File: src/rtl/line_follow_drive_controller_macros.svh
// Assertion macros shared by the drive controller RTL.
`ifndef LINE_FOLLOW_DRIVE_CONTROLLER_MACROS_SVH
`define LINE_FOLLOW_DRIVE_CONTROLLER_MACROS_SVH

// The consequent must hold in the same cycle as the antecedent.
`define LFDC_ASSERT_NOW(label, clk, rst_n, ante, cons, msg) \
    label: assert property (@(posedge clk) disable iff (!(rst_n)) (ante) |-> (cons)) \
        else $error(msg);

// The consequent must hold in the cycle after the antecedent.
`define LFDC_ASSERT_NXT(label, clk, rst_n, ante, cons, msg) \
    label: assert property (@(posedge clk) disable iff (!(rst_n)) (ante) |=> (cons)) \
        else $error(msg);

`endif

File: src/rtl/lfdc_pkg.sv
// Shared types and constants for the line follow drive controller.
`default_nettype none
package lfdc_pkg;

    // Item kinds on the input channel.
    typedef enum logic [1:0] {
        OP_CMD   = 2'd0,
        OP_SENSE = 2'd1,
        OP_TICK  = 2'd2
    } t_op;

    // Configuration register indexes.
    typedef enum logic [2:0] {
        CFG_MAX_SPEED  = 3'd0,
        CFG_LINE_SPEED = 3'd1,
        CFG_GAIN_P     = 3'd2,
        CFG_GAIN_D     = 3'd3,
        CFG_TIMEOUT_MS = 3'd4
    } t_cfg_idx;

    localparam int unsigned CFG_IDX_W = 3;
    localparam int unsigned TIMEOUT_W = 16;
    localparam int unsigned ERR_W     = 4;

    // Command characters.
    localparam logic [7:0] CH_TRACK_ON_X  = 8'h58; // X
    localparam logic [7:0] CH_TRACK_ON_W  = 8'h57; // W
    localparam logic [7:0] CH_TRACK_OFF_X = 8'h78; // x
    localparam logic [7:0] CH_TRACK_OFF_W = 8'h77; // w
    localparam logic [7:0] CH_FWD         = 8'h46; // F
    localparam logic [7:0] CH_BACK        = 8'h42; // B
    localparam logic [7:0] CH_LEFT        = 8'h4C; // L
    localparam logic [7:0] CH_RIGHT       = 8'h52; // R
    localparam logic [7:0] CH_FWD_LEFT    = 8'h47; // G
    localparam logic [7:0] CH_FWD_RIGHT   = 8'h49; // I
    localparam logic [7:0] CH_BACK_LEFT   = 8'h4A; // J
    localparam logic [7:0] CH_BACK_RIGHT  = 8'h48; // H
    localparam logic [7:0] CH_STOP        = 8'h53; // S

    // Outcome of a manual command decode.
    typedef struct packed {
        logic hit;
        logic stop;
    } t_man_ctl;

endpackage
`default_nettype wire

File: src/rtl/lfdc_manual.sv
// Manual command decoder: maps a letter to a signed wheel speed pair.
`default_nettype none
module lfdc_manual #(
    parameter int unsigned DUTY_BITS = 10
) (
    input  wire logic [7:0]              i_rx_byte,
    input  wire logic [DUTY_BITS-1:0]    i_max_speed,
    output lfdc_pkg::t_man_ctl           o_ctl,
    output logic signed [DUTY_BITS+4:0]  o_left,
    output logic signed [DUTY_BITS+4:0]  o_right
);
    import lfdc_pkg::*;

    localparam int unsigned SPD_W = DUTY_BITS + 5;

    logic signed [SPD_W-1:0] full;
    logic signed [SPD_W-1:0] half;

    assign full = $signed({{(SPD_W-DUTY_BITS){1'b0}}, i_max_speed});
    assign half = $signed({{(SPD_W-DUTY_BITS+1){1'b0}}, i_max_speed[DUTY_BITS-1:1]});

    always_comb begin
        o_ctl   = '{hit: 1'b1, stop: 1'b0};
        o_left  = '0;
        o_right = '0;
        unique case (i_rx_byte)
            CH_FWD: begin
                o_left  = full;
                o_right = full;
            end
            CH_BACK: begin
                o_left  = -full;
                o_right = -full;
            end
            CH_LEFT: begin
                o_left  = -full;
                o_right = full;
            end
            CH_RIGHT: begin
                o_left  = full;
                o_right = -full;
            end
            CH_FWD_LEFT: begin
                o_left  = half;
                o_right = full;
            end
            CH_FWD_RIGHT: begin
                o_left  = full;
                o_right = half;
            end
            CH_BACK_LEFT: begin
                o_left  = -half;
                o_right = -full;
            end
            CH_BACK_RIGHT: begin
                o_left  = -full;
                o_right = -half;
            end
            CH_STOP: begin
                o_ctl.stop = 1'b1;
            end
            default: begin
                o_ctl.hit = 1'b0;
            end
        endcase
    end

endmodule
`default_nettype wire

File: src/rtl/lfdc_pd.sv
// Line position error and PD correction for tracking mode.
`default_nettype none
module lfdc_pd #(
    parameter int unsigned DUTY_BITS = 10
) (
    input  wire logic                         i_sense_left,
    input  wire logic                         i_sense_center,
    input  wire logic                         i_sense_right,
    input  wire logic signed [lfdc_pkg::ERR_W-1:0] i_prev_error,
    input  wire logic [DUTY_BITS-1:0]         i_line_speed,
    input  wire logic [DUTY_BITS-1:0]         i_gain_p,
    input  wire logic [DUTY_BITS-1:0]         i_gain_d,
    output logic signed [lfdc_pkg::ERR_W-1:0] o_error,
    output logic signed [DUTY_BITS+4:0]       o_left,
    output logic signed [DUTY_BITS+4:0]       o_right
);
    import lfdc_pkg::*;

    localparam int unsigned SPD_W = DUTY_BITS + 5;

    // Sensor patterns, left-center-right.
    localparam logic [2:0] PAT_LOST      = 3'b000;
    localparam logic [2:0] PAT_RIGHT     = 3'b001;
    localparam logic [2:0] PAT_CENTER    = 3'b010;
    localparam logic [2:0] PAT_CTR_RIGHT = 3'b011;
    localparam logic [2:0] PAT_LEFT      = 3'b100;
    localparam logic [2:0] PAT_CTR_LEFT  = 3'b110;

    logic [2:0]              pattern;
    logic signed [ERR_W:0]   diff;
    logic signed [SPD_W-1:0] err_x;
    logic signed [SPD_W-1:0] diff_x;
    logic signed [SPD_W-1:0] p_term;
    logic signed [SPD_W-1:0] d_term;
    logic signed [SPD_W-1:0] corr;
    logic signed [SPD_W-1:0] base;

    assign pattern = {i_sense_left, i_sense_center, i_sense_right};

    always_comb begin
        case (pattern)
            PAT_CENTER:    o_error = 4'sd0;
            PAT_CTR_RIGHT: o_error = 4'sd1;
            PAT_RIGHT:     o_error = 4'sd2;
            PAT_CTR_LEFT:  o_error = -4'sd1;
            PAT_LEFT:      o_error = -4'sd2;
            PAT_LOST: begin
                // Line lost: push hard toward the side the line was last seen.
                if (i_prev_error < 0) begin
                    o_error = -4'sd4;
                end else if (i_prev_error > 0) begin
                    o_error = 4'sd4;
                end else begin
                    o_error = 4'sd0;
                end
            end
            default:       o_error = 4'sd0;
        endcase
    end

    assign diff   = {o_error[ERR_W-1], o_error} - {i_prev_error[ERR_W-1], i_prev_error};
    assign err_x  = {{(SPD_W-ERR_W){o_error[ERR_W-1]}}, o_error};
    assign diff_x = {{(SPD_W-ERR_W-1){diff[ERR_W]}}, diff};

    // The error factors are at most five bits, so these are small shift-add products.
    assign p_term = $signed({{(SPD_W-DUTY_BITS){1'b0}}, i_gain_p}) * err_x;
    assign d_term = $signed({{(SPD_W-DUTY_BITS){1'b0}}, i_gain_d}) * diff_x;
    assign corr   = p_term + d_term;
    assign base   = $signed({{(SPD_W-DUTY_BITS){1'b0}}, i_line_speed});

    assign o_left  = base + corr;
    assign o_right = base - corr;

endmodule
`default_nettype wire

File: src/rtl/lfdc_wheel.sv
// One wheel output stage: direction bits and a clamped duty from a signed speed.
`default_nettype none
module lfdc_wheel #(
    parameter int unsigned DUTY_BITS = 10
) (
    input  wire logic signed [DUTY_BITS+4:0] i_speed,
    input  wire logic [DUTY_BITS-1:0]        i_limit,
    output logic [1:0]                       o_dir,
    output logic [DUTY_BITS-1:0]             o_duty
);
    localparam int unsigned SPD_W = DUTY_BITS + 5;

    logic [SPD_W-1:0] mag;

    assign mag = i_speed[SPD_W-1] ? SPD_W'(-i_speed) : SPD_W'(i_speed);

    // Bit 0 forward, bit 1 reverse; zero speed counts as forward.
    assign o_dir = i_speed[SPD_W-1] ? 2'b10 : 2'b01;

    always_comb begin
        if (mag > {{(SPD_W-DUTY_BITS){1'b0}}, i_limit}) begin
            o_duty = i_limit;
        end else begin
            o_duty = mag[DUTY_BITS-1:0];
        end
    end

endmodule
`default_nettype wire

File: src/rtl/line_follow_drive_controller.sv
// Top level of the line follow drive controller: registers, mode control and handshakes.
`default_nettype none
// Two-wheel drive controller with a manual command mode and a PD line-tracking mode.
// Each input beat is a command byte (operation 0), a line sensor sample (operation 1)
// or a millisecond tick (operation 2); every beat yields exactly one output beat that
// reports the drive state after the beat: direction bits, both wheel duties, the
// tracking flag and the last line error. Operation 3 changes nothing and only reports.
// The block accepts one input beat per clock cycle unless a stalled output holds it back. A
// beat is captured in an input register; when the state register can advance, one pass
// through the decode and PD logic updates the state registers, which also serve as the
// output register, and output valid rises as they load. The input register and the state
// register together form a two-entry path, so a new beat is taken while a finished one
// waits on a stalled output. Configuration registers are written through a separate port
// that is always ready; write them only while no beat is in flight.
module line_follow_drive_controller #(
    parameter int unsigned DUTY_BITS = 10,
    parameter int unsigned IDLE_BITS = 16
) (
    input  wire logic                     i_clk,
    input  wire logic                     i_rst_n,

    input  wire logic                     i_in_valid,
    output logic                          o_in_stall,
    input  wire logic [1:0]               i_operation,
    input  wire logic [7:0]               i_rx_byte,
    input  wire logic                     i_sense_left,
    input  wire logic                     i_sense_center,
    input  wire logic                     i_sense_right,

    output logic                          o_out_valid,
    input  wire logic                     i_out_stall,
    output logic [3:0]                    o_dir_bits,
    output logic [DUTY_BITS-1:0]          o_left_duty,
    output logic [DUTY_BITS-1:0]          o_right_duty,
    output logic                          o_tracking_on,
    output logic signed [lfdc_pkg::ERR_W-1:0] o_line_error,

    input  wire logic                     i_cfg_valid,
    output logic                          o_cfg_ready,
    input  wire logic [lfdc_pkg::CFG_IDX_W-1:0] i_cfg_index,
    input  wire logic [((DUTY_BITS > lfdc_pkg::TIMEOUT_W) ? DUTY_BITS
                        : lfdc_pkg::TIMEOUT_W)-1:0] i_cfg_data
);
    import lfdc_pkg::*;

    `include "line_follow_drive_controller_macros.svh"

    localparam int unsigned SPD_W = DUTY_BITS + 5;
    // Width used to compare the idle count with the timeout.
    localparam int unsigned CMP_W = (IDLE_BITS > TIMEOUT_W) ? IDLE_BITS : TIMEOUT_W;

    // Configuration registers.
    logic [DUTY_BITS-1:0] r_max_speed;
    logic [DUTY_BITS-1:0] r_line_speed;
    logic [DUTY_BITS-1:0] r_gain_p;
    logic [DUTY_BITS-1:0] r_gain_d;
    logic [TIMEOUT_W-1:0] r_timeout_ms;

    // Input register.
    logic       r_in_valid;
    logic [1:0] r_op;
    logic [7:0] r_rx_byte;
    logic       r_sense_left;
    logic       r_sense_center;
    logic       r_sense_right;

    // State, which doubles as the output register.
    logic                    r_out_valid;
    logic                    r_track;
    logic signed [ERR_W-1:0] r_prev;
    logic [IDLE_BITS-1:0]    r_idle;
    logic [3:0]              r_dirs;
    logic [DUTY_BITS-1:0]    r_duty_left;
    logic [DUTY_BITS-1:0]    r_duty_right;

    logic                    n_track;
    logic signed [ERR_W-1:0] n_prev;
    logic [IDLE_BITS-1:0]    n_idle;
    logic [3:0]              n_dirs;
    logic [DUTY_BITS-1:0]    n_duty_left;
    logic [DUTY_BITS-1:0]    n_duty_right;

    logic                    adv;
    logic                    in_load;
    logic                    out_take;

    t_man_ctl                man_ctl;
    logic signed [SPD_W-1:0] man_left;
    logic signed [SPD_W-1:0] man_right;
    logic signed [ERR_W-1:0] pd_error;
    logic signed [SPD_W-1:0] pd_left;
    logic signed [SPD_W-1:0] pd_right;

    logic                    sel_track;
    logic signed [SPD_W-1:0] whl_left_speed;
    logic signed [SPD_W-1:0] whl_right_speed;
    logic [DUTY_BITS-1:0]    whl_limit;
    logic [1:0]              whl_left_dir;
    logic [1:0]              whl_right_dir;
    logic [DUTY_BITS-1:0]    whl_left_duty;
    logic [DUTY_BITS-1:0]    whl_right_duty;

    // ------------------------------------------------------------------
    // Handshakes. The state register advances when it is empty or its
    // beat is being taken; the input register refills whenever it drains.
    // ------------------------------------------------------------------
    assign out_take    = r_out_valid && !i_out_stall;
    assign adv         = r_in_valid && (!r_out_valid || !i_out_stall);
    assign o_in_stall  = r_in_valid && !adv;
    assign in_load     = i_in_valid && !o_in_stall;
    assign o_cfg_ready = 1'b1;

    always_ff @(posedge i_clk) begin
        if (!i_rst_n) begin
            r_in_valid <= 1'b0;
        end else if (in_load) begin
            r_in_valid <= 1'b1;
        end else if (adv) begin
            r_in_valid <= 1'b0;
        end
    end

    always_ff @(posedge i_clk) begin
        if (in_load) begin
            r_op           <= i_operation;
            r_rx_byte      <= i_rx_byte;
            r_sense_left   <= i_sense_left;
            r_sense_center <= i_sense_center;
            r_sense_right  <= i_sense_right;
        end
    end

    // ------------------------------------------------------------------
    // Configuration registers. Speeds and gains keep their low duty bits.
    // ------------------------------------------------------------------
    always_ff @(posedge i_clk) begin
        if (!i_rst_n) begin
            r_max_speed  <= DUTY_BITS'(1004);
            r_line_speed <= DUTY_BITS'(666);
            r_gain_p     <= DUTY_BITS'(154);
            r_gain_d     <= DUTY_BITS'(717);
            r_timeout_ms <= TIMEOUT_W'(500);
        end else if (i_cfg_valid && o_cfg_ready) begin
            unique case (i_cfg_index)
                CFG_MAX_SPEED:  r_max_speed  <= i_cfg_data[DUTY_BITS-1:0];
                CFG_LINE_SPEED: r_line_speed <= i_cfg_data[DUTY_BITS-1:0];
                CFG_GAIN_P:     r_gain_p     <= i_cfg_data[DUTY_BITS-1:0];
                CFG_GAIN_D:     r_gain_d     <= i_cfg_data[DUTY_BITS-1:0];
                CFG_TIMEOUT_MS: r_timeout_ms <= i_cfg_data[TIMEOUT_W-1:0];
                default: begin
                end
            endcase
        end
    end

    // ------------------------------------------------------------------
    // Datapath. Manual letters and PD tracking share one pair of wheel
    // stages; a sensor beat selects the PD speeds and the line clamp.
    // ------------------------------------------------------------------
    lfdc_manual #(
        .DUTY_BITS (DUTY_BITS)
    ) u_manual (
        .i_rx_byte   (r_rx_byte),
        .i_max_speed (r_max_speed),
        .o_ctl       (man_ctl),
        .o_left      (man_left),
        .o_right     (man_right)
    );

    lfdc_pd #(
        .DUTY_BITS (DUTY_BITS)
    ) u_pd (
        .i_sense_left   (r_sense_left),
        .i_sense_center (r_sense_center),
        .i_sense_right  (r_sense_right),
        .i_prev_error   (r_prev),
        .i_line_speed   (r_line_speed),
        .i_gain_p       (r_gain_p),
        .i_gain_d       (r_gain_d),
        .o_error        (pd_error),
        .o_left         (pd_left),
        .o_right        (pd_right)
    );

    assign sel_track       = (r_op == OP_SENSE);
    assign whl_left_speed  = sel_track ? pd_left  : man_left;
    assign whl_right_speed = sel_track ? pd_right : man_right;
    assign whl_limit       = sel_track ? r_line_speed : r_max_speed;

    lfdc_wheel #(
        .DUTY_BITS (DUTY_BITS)
    ) u_wheel_left (
        .i_speed (whl_left_speed),
        .i_limit (whl_limit),
        .o_dir   (whl_left_dir),
        .o_duty  (whl_left_duty)
    );

    lfdc_wheel #(
        .DUTY_BITS (DUTY_BITS)
    ) u_wheel_right (
        .i_speed (whl_right_speed),
        .i_limit (whl_limit),
        .o_dir   (whl_right_dir),
        .o_duty  (whl_right_duty)
    );

    // ------------------------------------------------------------------
    // Next state for one beat. Any mode switch halts the car; entering
    // tracking also clears the last error. In manual mode the failsafe
    // halts the car whenever the idle count is past the timeout.
    // ------------------------------------------------------------------
    always_comb begin
        n_track      = r_track;
        n_prev       = r_prev;
        n_idle       = r_idle;
        n_dirs       = r_dirs;
        n_duty_left  = r_duty_left;
        n_duty_right = r_duty_right;

        unique case (r_op)
            OP_CMD: begin
                n_idle = '0;
                if (r_rx_byte == CH_TRACK_ON_X || r_rx_byte == CH_TRACK_ON_W) begin
                    n_track      = 1'b1;
                    n_prev       = '0;
                    n_dirs       = '0;
                    n_duty_left  = '0;
                    n_duty_right = '0;
                end else if (r_rx_byte == CH_TRACK_OFF_X || r_rx_byte == CH_TRACK_OFF_W) begin
                    n_track      = 1'b0;
                    n_dirs       = '0;
                    n_duty_left  = '0;
                    n_duty_right = '0;
                end else if (!r_track && man_ctl.hit) begin
                    if (man_ctl.stop) begin
                        n_dirs       = '0;
                        n_duty_left  = '0;
                        n_duty_right = '0;
                    end else begin
                        n_dirs       = {whl_right_dir, whl_left_dir};
                        n_duty_left  = whl_left_duty;
                        n_duty_right = whl_right_duty;
                    end
                end
            end
            OP_SENSE: begin
                if (r_track) begin
                    n_prev       = pd_error;
                    n_dirs       = {whl_right_dir, whl_left_dir};
                    n_duty_left  = whl_left_duty;
                    n_duty_right = whl_right_duty;
                end
            end
            OP_TICK: begin
                if (!(&r_idle)) begin
                    n_idle = r_idle + IDLE_BITS'(1);
                end
            end
            default: begin
            end
        endcase

        if (!n_track && (CMP_W'(n_idle) > CMP_W'(r_timeout_ms))) begin
            n_dirs       = '0;
            n_duty_left  = '0;
            n_duty_right = '0;
        end
    end

    always_ff @(posedge i_clk) begin
        if (!i_rst_n) begin
            r_out_valid  <= 1'b0;
            r_track      <= 1'b0;
            r_prev       <= '0;
            r_idle       <= '0;
            r_dirs       <= '0;
            r_duty_left  <= '0;
            r_duty_right <= '0;
        end else begin
            if (adv) begin
                r_out_valid  <= 1'b1;
                r_track      <= n_track;
                r_prev       <= n_prev;
                r_idle       <= n_idle;
                r_dirs       <= n_dirs;
                r_duty_left  <= n_duty_left;
                r_duty_right <= n_duty_right;
            end else if (out_take) begin
                r_out_valid <= 1'b0;
            end
        end
    end

    assign o_out_valid   = r_out_valid;
    assign o_dir_bits    = r_dirs;
    assign o_left_duty   = r_duty_left;
    assign o_right_duty  = r_duty_right;
    assign o_tracking_on = r_track;
    assign o_line_error  = r_prev;

    // ------------------------------------------------------------------
    // Assertions.
    // ------------------------------------------------------------------
    `LFDC_ASSERT_NOW(a_halt_zero_duty, i_clk, i_rst_n,
        r_dirs == 4'b0000, r_duty_left == '0 && r_duty_right == '0,
        "halted car has a nonzero duty")

    `LFDC_ASSERT_NOW(a_dir_pairs, i_clk, i_rst_n,
        r_dirs != 4'b0000, $onehot(r_dirs[1:0]) && $onehot(r_dirs[3:2]),
        "wheel direction bits are not one per wheel")

    `LFDC_ASSERT_NXT(a_enter_tracking, i_clk, i_rst_n,
        adv && r_op == OP_CMD && (r_rx_byte == CH_TRACK_ON_X || r_rx_byte == CH_TRACK_ON_W),
        r_track && r_prev == '0 && r_dirs == 4'b0000 && r_idle == '0,
        "entering tracking did not stop the car and clear the error")

endmodule
`default_nettype wire

File: config.mk
export PLATFORM = sky130hd
export DESIGN_NAME = line_follow_drive_controller
export DESIGN_NICKNAME = d
export VERILOG_FILES = /design/src/rtl/lfdc_pkg.sv /design/src/rtl/lfdc_manual.sv /design/src/rtl/lfdc_pd.sv /design/src/rtl/lfdc_wheel.sv /design/src/rtl/line_follow_drive_controller.sv
export VERILOG_INCLUDE_DIRS = /design/src /design/src/rtl
export SDC_FILE = /design/constraint.sdc
export NUM_CORES = 1
export LEC_CHECK = 0
export BUFFER_PORTS_ARGS = -buffer_cell sky130_fd_sc_hd__buf_2
export CAP_MARGIN = 20
export CORE_MARGIN = 2
export CORE_UTILIZATION = 30
export CTS_BUF_LIST = sky130_fd_sc_hd__clkbuf_4
export DETAILED_ROUTE_END_ITERATION = 10
export PLACE_DENSITY = 0.5
export SLEW_MARGIN = 0
export SYNTH_ARGS = -nofsm -noshare
export SYNTH_HDL_FRONTEND = slang
export SYNTH_SLANG_ARGS = --single-unit
File: constraint.sdc
create_clock -name i_clk -period 12.75 [get_ports i_clk]
set_input_delay 0.6375 -clock i_clk [delete_from_list [all_inputs] [get_ports i_clk]]
set_output_delay 0.6375 -clock i_clk [all_outputs]
set_load 0.01 [all_outputs]
==> results.tsv, run 1 <==
metric	value	unit
actual slew at the worst max-slew pin	0.931	ns
ys async rst share	0	%
final WL	42900	microns
Slowest cell on crit path	fa_1	
Slew headroom	37.1	%
final hold violations	0	
total grt overflow	0	
clock-pin slew on the worst setup and hold paths	0.13	ns
number of buffers created by CTS	17	
Starting DRT DRC Count	983	
number of flops mapped to enable cells by yosys	13	
Hold-fix buffers, CTS	0	
TritonCTS clock tree	built	
Die X	213	microns
min Tclk post-route	11.79	ns
H-tree lvl count	4	
pwr dens	186	nW/um^2
FF-to-FF setup slack	0.96	ns
CORE AREA	43000	sq um
area grow syn2layout	8.64	%
CP Data Arrival Time	12.26	ns
final setup violation count	0	
register area	2450	sq um
final cell count without fillers	2285	
Residual DRC	0	
Fmax achieved	0.0848	GHz
Pint	1.22	mW
final core occ	33.0	%
Yosys warning count	0	
Worst-Skew Late Latency	0.59	ns
Sw Ratio	53.7	%
Final #Nets	1896	
area leader, netlist	dfxtp_1	
area of the multi-input gates	9690	sq um
leading post-synthesis cells by cell area	dfxtp_1 (16%), fa_1 (10%), ha_1 (10%)	
most used cell, CP	fa_1	
Post-DP Area	13900	sq um
part of the cycle the worst path needs	92.4	%
first-pass GRT wire length	68300	microns
Critical Path Source Type	flip-flop	
vias in the first global route	11900	
Vert. Die Dim	213	microns
placer congestion estimate	0.953	
top_reg_cell synth	dfxtp_1	
Inst Count DP	2251	
worst min-delay path category	in -> reg	
sequential power share	15.0	%
IR drop worst, VDD	0.106	mV
Final Max Slew Viols	0	
Switch Pwr	1.42	mW
synth cell count leaders	nand2_1 (221), inv_1 (143), a21oi_1 (116), nor2_1 (116), ha_1 (105)	
post-route ant nets	0	
CP Capture Type	flip-flop	
Post-Synthesis Cells	1667	
maximum root-to-sink buffer count	2	
Worst Clk Skew	0.0239	ns
setup_tns	0	ns
Clock Power Share	10.5	%
CP Data Required Time	13.23	ns
port bufs	67	
combinational power share	74.5	%
design area	14200	sq um
net count after synthesis	1877	
count leader, synth	nand2_1	
Boundary Pins	69	
Initial Util	30.3	%
RSZ-0062 raised after global routing	false	
Post-CTS Setup Repair Bufs	0	
largest net degree at the start of global routing	58	
worst-path fanout max	13	
share of the synthesized area in the top cell type	15.8	%
post-DP HPWL	33500	microns
Total GRT Usage	19.5	%
Via-to-Cell Ratio	5.40	
outcome	finished clean	
Avg Cell Area, Syn	7.82	sq um
Crit Path Class	reg -> reg	
Largest stage delay, worst path	0.54	ns
initial antenna violation count	1	
Layout fillers	4670	
Lkg Pwr	5.93	nW
Root Driver	clkbuf_4	
Die ar.	45200	sq um
sequential fraction of the synthesis area	18.8	%
Row Count	76	
CTS sink cnt	116	
layout cells sized above 1	10.4	%
mean routed wirelength per cell	18.8	microns
Pre-Repair DR Iteration Count	5	
maxcap violations	0	
Yosys cell types	102	
via count	12300	
Synth Cell Area	13000	sq um
Yosys reg bits	116	
==> layout by cell type (no fill, tap or decap), drive strengths merged, types with 8 or more instances in the layout <==
master  instances
nand2         221
inv           152
a21oi         118
nor2          116
ha            105
dfxtp         103
buf            85
fa             68
nand3          51
o21ai          45
and2           36
nor2b          36
xnor2          36
nor3           36
o211ai         31
xor2           26
o31ai          23
a21o           22
nor4           22
nand4          19
clkbuf         19
a211oi         19
nand2b         17
a31oi          17
or2            16
a22oi          15
o21a           14
or3            13
edfxtp         13
and4           13
and3           12
mux2i          11
nor3b          11
o211a           9
nor4b           8
==> cell type report <==
| cell class | count | share of cell area, % |
|---|---|---|
| repair buffers | 86 | 3.37 |
| flip-flops and latches | 116 | 17.3 |
| multi-input cells | 1321 | 68.4 |
| diodes | 1 | 0.0177 |
| clock inverters | 14 | 0.998 |
| well taps | 585 | 5.17 |
| inverters | 144 | 3.81 |
| clock buffers | 18 | 0.954 |
==> per-stage QoR <==
| stage | hold WS (ns) | power [mW] | worst slack, ns |
|---|---|---|---|
| finish | 0.212 | 2.64 | 0.964 |
| global route | 0.159 | 2.88 | 0.0976 |
| CTS | 0.157 | 2.63 | 0.771 |
| detailed placement | 0.441 | 2.34 | 0.869 |
| global placement | 0.434 | 2.34 | 1.15 |
| floorplan | 0.436 | 1.87 | 2.10 |
==> worst max-delay path: cells and delay by family, from the launching register on <==
| family | cells | cell delay [ns] |
|---|---|---|
| multiplexers | 1 | 0.13 |
| buffers and inverters | 5 | 0.57 |
| adder cells (fa/ha/maj) | 10 | 4.34 |
| flip-flops | 1 | 0.48 |
| AO/OA/AOI/OAI | 16 | 3.45 |
| AND/OR/NAND/NOR | 11 | 2.18 |
| XOR/XNOR | 2 | 0.53 |
==> cell families after synthesis <==
group	count (synthesis)	synth area share [%]
mux	14	1.10
flops	116	18.8
buf+inv	230	7.07
compound gates	412	22.2
other cells	1	0.0287
simple gates	658	26.0
xor+xnor	63	4.34
fa+ha+maj	173	20.5
==> worst paths after layout <==
path	from	endpoint	cells after the start
hold / removal	i_sense_right	r_sense_right$_DFFE_PP_	1
setup / recovery	r_sense_right$_DFFE_PP_	o_left_duty[5]$_SDFFE_PN0P_	45
setup reg to reg	r_sense_right$_DFFE_PP_	o_left_duty[5]$_SDFFE_PN0P_	45
hold reg to reg	o_left_duty[4]$_SDFFE_PN0P_	o_left_duty[4]$_SDFFE_PN0P_	2
==> flip-flops by register name, indices dropped and copies added (netlist names) <==
register,flops
o_out_valid,1
o_tracking_on,1
r_timeout_ms,16
o_line_error,4
o_left_duty,10
r_max_speed,10
r_rx_byte,8
r_sense_center,1
o_right_duty,10
r_gain_p,10
o_dir_bits,4
r_sense_left,1
r_line_speed,10
r_idle,16
r_sense_right,1
r_gain_d,10
r_in_valid,1
r_op,2
==> power groups by stage <==
| stage | combinational, mW | clock, mW | sequential, mW |
|---|---|---|---|
| 6_report | 1.96 | 0.278 | 0.396 |
| 5_1_grt | 2.18 | 0.302 | 0.398 |
| 4_1_cts | 1.95 | 0.287 | 0.395 |
| 3_5_place_dp | 1.94 | 0 | 0.404 |
| 3_3_place_gp | 1.93 | 0 | 0.403 |
| 2_1_floorplan | 1.48 | 0 | 0.392 |
==> what timing repair did <==
| item | CTS | global route |
|---|---|---|
| endpoints found under the setup margin | 0 | 1 |
| resized for setup | 0 | 3 |
| hold endpoints to repair | 0 | 0 |
==> layer usage <==
layer | track usage [%] | routed length, microns | vias up
met5 | 0 | 0 | -
met2 | 32.3 | 20100 | 321
met4 | 6.32 | 1160 | 0
met1 | 26.3 | 19800 | 5982
li1 | - | - | 5988
met3 | 2.44 | 1830 | 53
Power figures use the tool's default switching activity.
==> inputs of run 2 (changes only) <==
--- a/config.mk
+++ b/config.mk
@@ -12,7 +12,7 @@
 export CORE_UTILIZATION = 30
 export CTS_BUF_LIST = sky130_fd_sc_hd__clkbuf_4
 export DETAILED_ROUTE_END_ITERATION = 10
-export PLACE_DENSITY = 0.5
+export PLACE_DENSITY = 0.52
 export SLEW_MARGIN = 0
 export SYNTH_ARGS = -nofsm -noshare
 export SYNTH_HDL_FRONTEND = slang
==> constraint.sdc (replaced) <==
create_clock -name i_clk -period 10.6 [get_ports i_clk]
set_input_delay 0.53 -clock i_clk [delete_from_list [all_inputs] [get_ports i_clk]]
set_output_delay 0.53 -clock i_clk [all_outputs]
set_load 0.01 [all_outputs]
==> run 2 against run 1 <==
Net effect:
- global-route usage shrank 0.095 points
- flip-flop and latch count unchanged
- clock power up 14%
- non-clock buffer count up 42
- power increased by 28%
- first-iteration DRC count shrank 14%
- worst hold slack worse by 0.11 ns
- critical endpoint unchanged
- highest routed layer is now met5
- utilization is 1.0 points higher
==> results.tsv, run 2 (synthesis gave the netlist of run 1 again) <==
metric	value	unit	change
IR drop worst, VDD	0.145	mV	+36%
port bufs	67		unchanged
Critical Path Source Type	flip-flop		
CTS sink cnt	116		unchanged
design area	14600	sq um	+3.1%
Slowest cell on crit path	fa_1		
actual slew at the worst max-slew pin	1.30	ns	+0.365 ns
Total GRT Usage	19.4	%	-0.095 points
Initial Util	30.3	%	unchanged
area grow syn2layout	12.0	%	
CP Capture Type	flip-flop		
Slew headroom	13.6	%	-23 points
commonest non-fill, non-tap cell in the layout	nand2_1		
post-route ant nets	0		unchanged
Boundary Pins	69		unchanged
Root Driver	clkbuf_4		
final WL	42700	microns	-0.36%
Lkg Pwr	6.13	nW	+3.4%
Worst Clk Skew	0.0193	ns	-0.00465 ns
maximum root-to-sink buffer count	2		unchanged
Critical path origin	r_sense_left$_DFFE_PP_		
worst setup margin	0.476	ns	-0.488 ns
worst min-delay path category	in -> reg		
final setup violation count	0		unchanged
outcome	finished clean		
CP Data Arrival Time	10.62	ns	-1.64 ns
Pre-Repair DR Iteration Count	7		+2
placer congestion estimate	0.940		-1.4%
Inst Count DP	2288		+1.6%
most used cell, CP	fa_1		
DP Worst Slack	-0.165	ns	-1.03 ns
Residual DRC	0		unchanged
Vert. Die Dim	213	microns	unchanged
Hold-fix buffers, CTS	0		unchanged
Top Registers	r_idle: 16 flops, r_timeout_ms: 16 flops		
H-tree lvl count	4		unchanged
CORE AREA	43000	sq um	unchanged
post-DP HPWL	33500	microns	-0.14%
Hold Startpoint	i_operation[1]		
via count	12700		+2.7%
Via-to-Cell Ratio	5.45		+0.85%
Post-DP Area	14100	sq um	+2.0%
worst-path fanout max	5		-8
Final Max Slew Viols	0		unchanged
Final #Nets	1938		+2.2%
vias in the first global route	12600		+5.2%
Fmax achieved	0.0988	GHz	+16%
Worst-Skew Late Latency	0.60	ns	about the same
pwr dens	231	nW/um^2	+24%
reg2reg start	r_sense_left$_DFFE_PP_		
Die ar.	45200	sq um	unchanged
Crit Path Class	reg -> reg		
Die X	213	microns	unchanged
Layout fillers	4744		+1.6%
final hold violations	0		unchanged
maxcap violations	0		unchanged
first-pass GRT wire length	68600	microns	+0.42%
Design Power	3.37	mW	+28%
Largest stage delay, worst path	0.55	ns	about the same
CP Data Required Time	11.09	ns	-2.14 ns
Row Count	76		unchanged
number of buffers created by CTS	17		unchanged
largest net degree at the start of global routing	58		unchanged
clock-pin slew on the worst setup and hold paths	0.12	ns	about the same
most frequent cells in the layout	nand2_1 (221), inv_1 (142), nor2_1 (115)		
Starting DRT DRC Count	842		-14%
initial antenna violation count	3		+2
min Tclk post-route	10.12	ns	-1.66 ns
final cell count without fillers	2327		+1.8%
layout cells sized above 1	14.0	%	+3.6 points
TritonCTS clock tree	built		
part of the cycle the worst path needs	95.5	%	+3.1 points
mean routed wirelength per cell	18.4	microns	-2.2%
total grt overflow	0		unchanged
## run 2: final timing paths
kind / endpoint / slack [ns] / cells after the start
worst max-delay path: o_left_duty[5]$_SDFFE_PN0P_ / 0.48 / 43
worst max register to register: o_left_duty[5]$_SDFFE_PN0P_ / 0.48 / 43
worst min-delay path: r_op[1]$_DFFE_PP_ / 0.10 / 1
worst min register to register: o_left_duty[9]$_SDFFE_PN0P_ / 0.46 / 2
## run 2: timing repair
| action | CTS | global route |
|---|---|---|
| buffers inserted | 0 | 6 |
| pin swaps | 3 | 20 |
| endpoints found under the setup margin | 9 | 20 |
| gates resized for setup | 6 | 30 |
## run 2: routing by layer
| metal | global-route usage (%) | wire (microns) | vias to the layer above |
|---|---|---|---|
| li1 | - | - | 6045 |
| met1 | 24.6 | 18600 | 6174 |
| met2 | 33.0 | 20300 | 371 |
| met3 | 3.12 | 2530 | 84 |
| met4 | 7.35 | 1330 | 4 |
| met5 | 0 | 21 | - |
## run 2: power breakdown
part,switching [mW],total (mW),internal (mW)
registers,0.0216,0.476,0.455
clock network,0.201,0.318,0.117
logic,1.53,2.57,1.04
## run 2: layout make-up
cell class	instances	area [sq um]	area share [%]
timing repair buffer	128	797	5.45
multi-input combinational	1321	9830	67.3
sequential	116	2450	16.8
clock buffer	17	128	0.873
antenna	1	2.50	0.0171
clock inverter	15	133	0.908
inverter	144	541	3.70
tap	585	732	5.01
## run 2: worst max-delay path: cells and delay by family (launching register included)
| kind | cells | cell delay (ns) |
|---|---|---|
| adder cells (fa/ha/maj) | 10 | 3.95 |
| buffers and inverters | 3 | 0.17 |
| AND/OR/NAND/NOR | 11 | 1.94 |
| flip-flops | 1 | 0.47 |
| XOR/XNOR | 2 | 0.59 |
| AO/OA/AOI/OAI | 16 | 2.68 |
| multiplexers | 1 | 0.18 |
## run 2: metrics by stage
step                setup TNS (ns)  hold WS, ns  utilization [%]
floorplan                        0        0.436                -
global placement                 0        0.436             32.9
detailed placement          -0.341        0.435             32.9
CTS                              0       0.0634             33.6
global route               -0.0626       0.0710             34.0
finish                           0        0.104             34.0
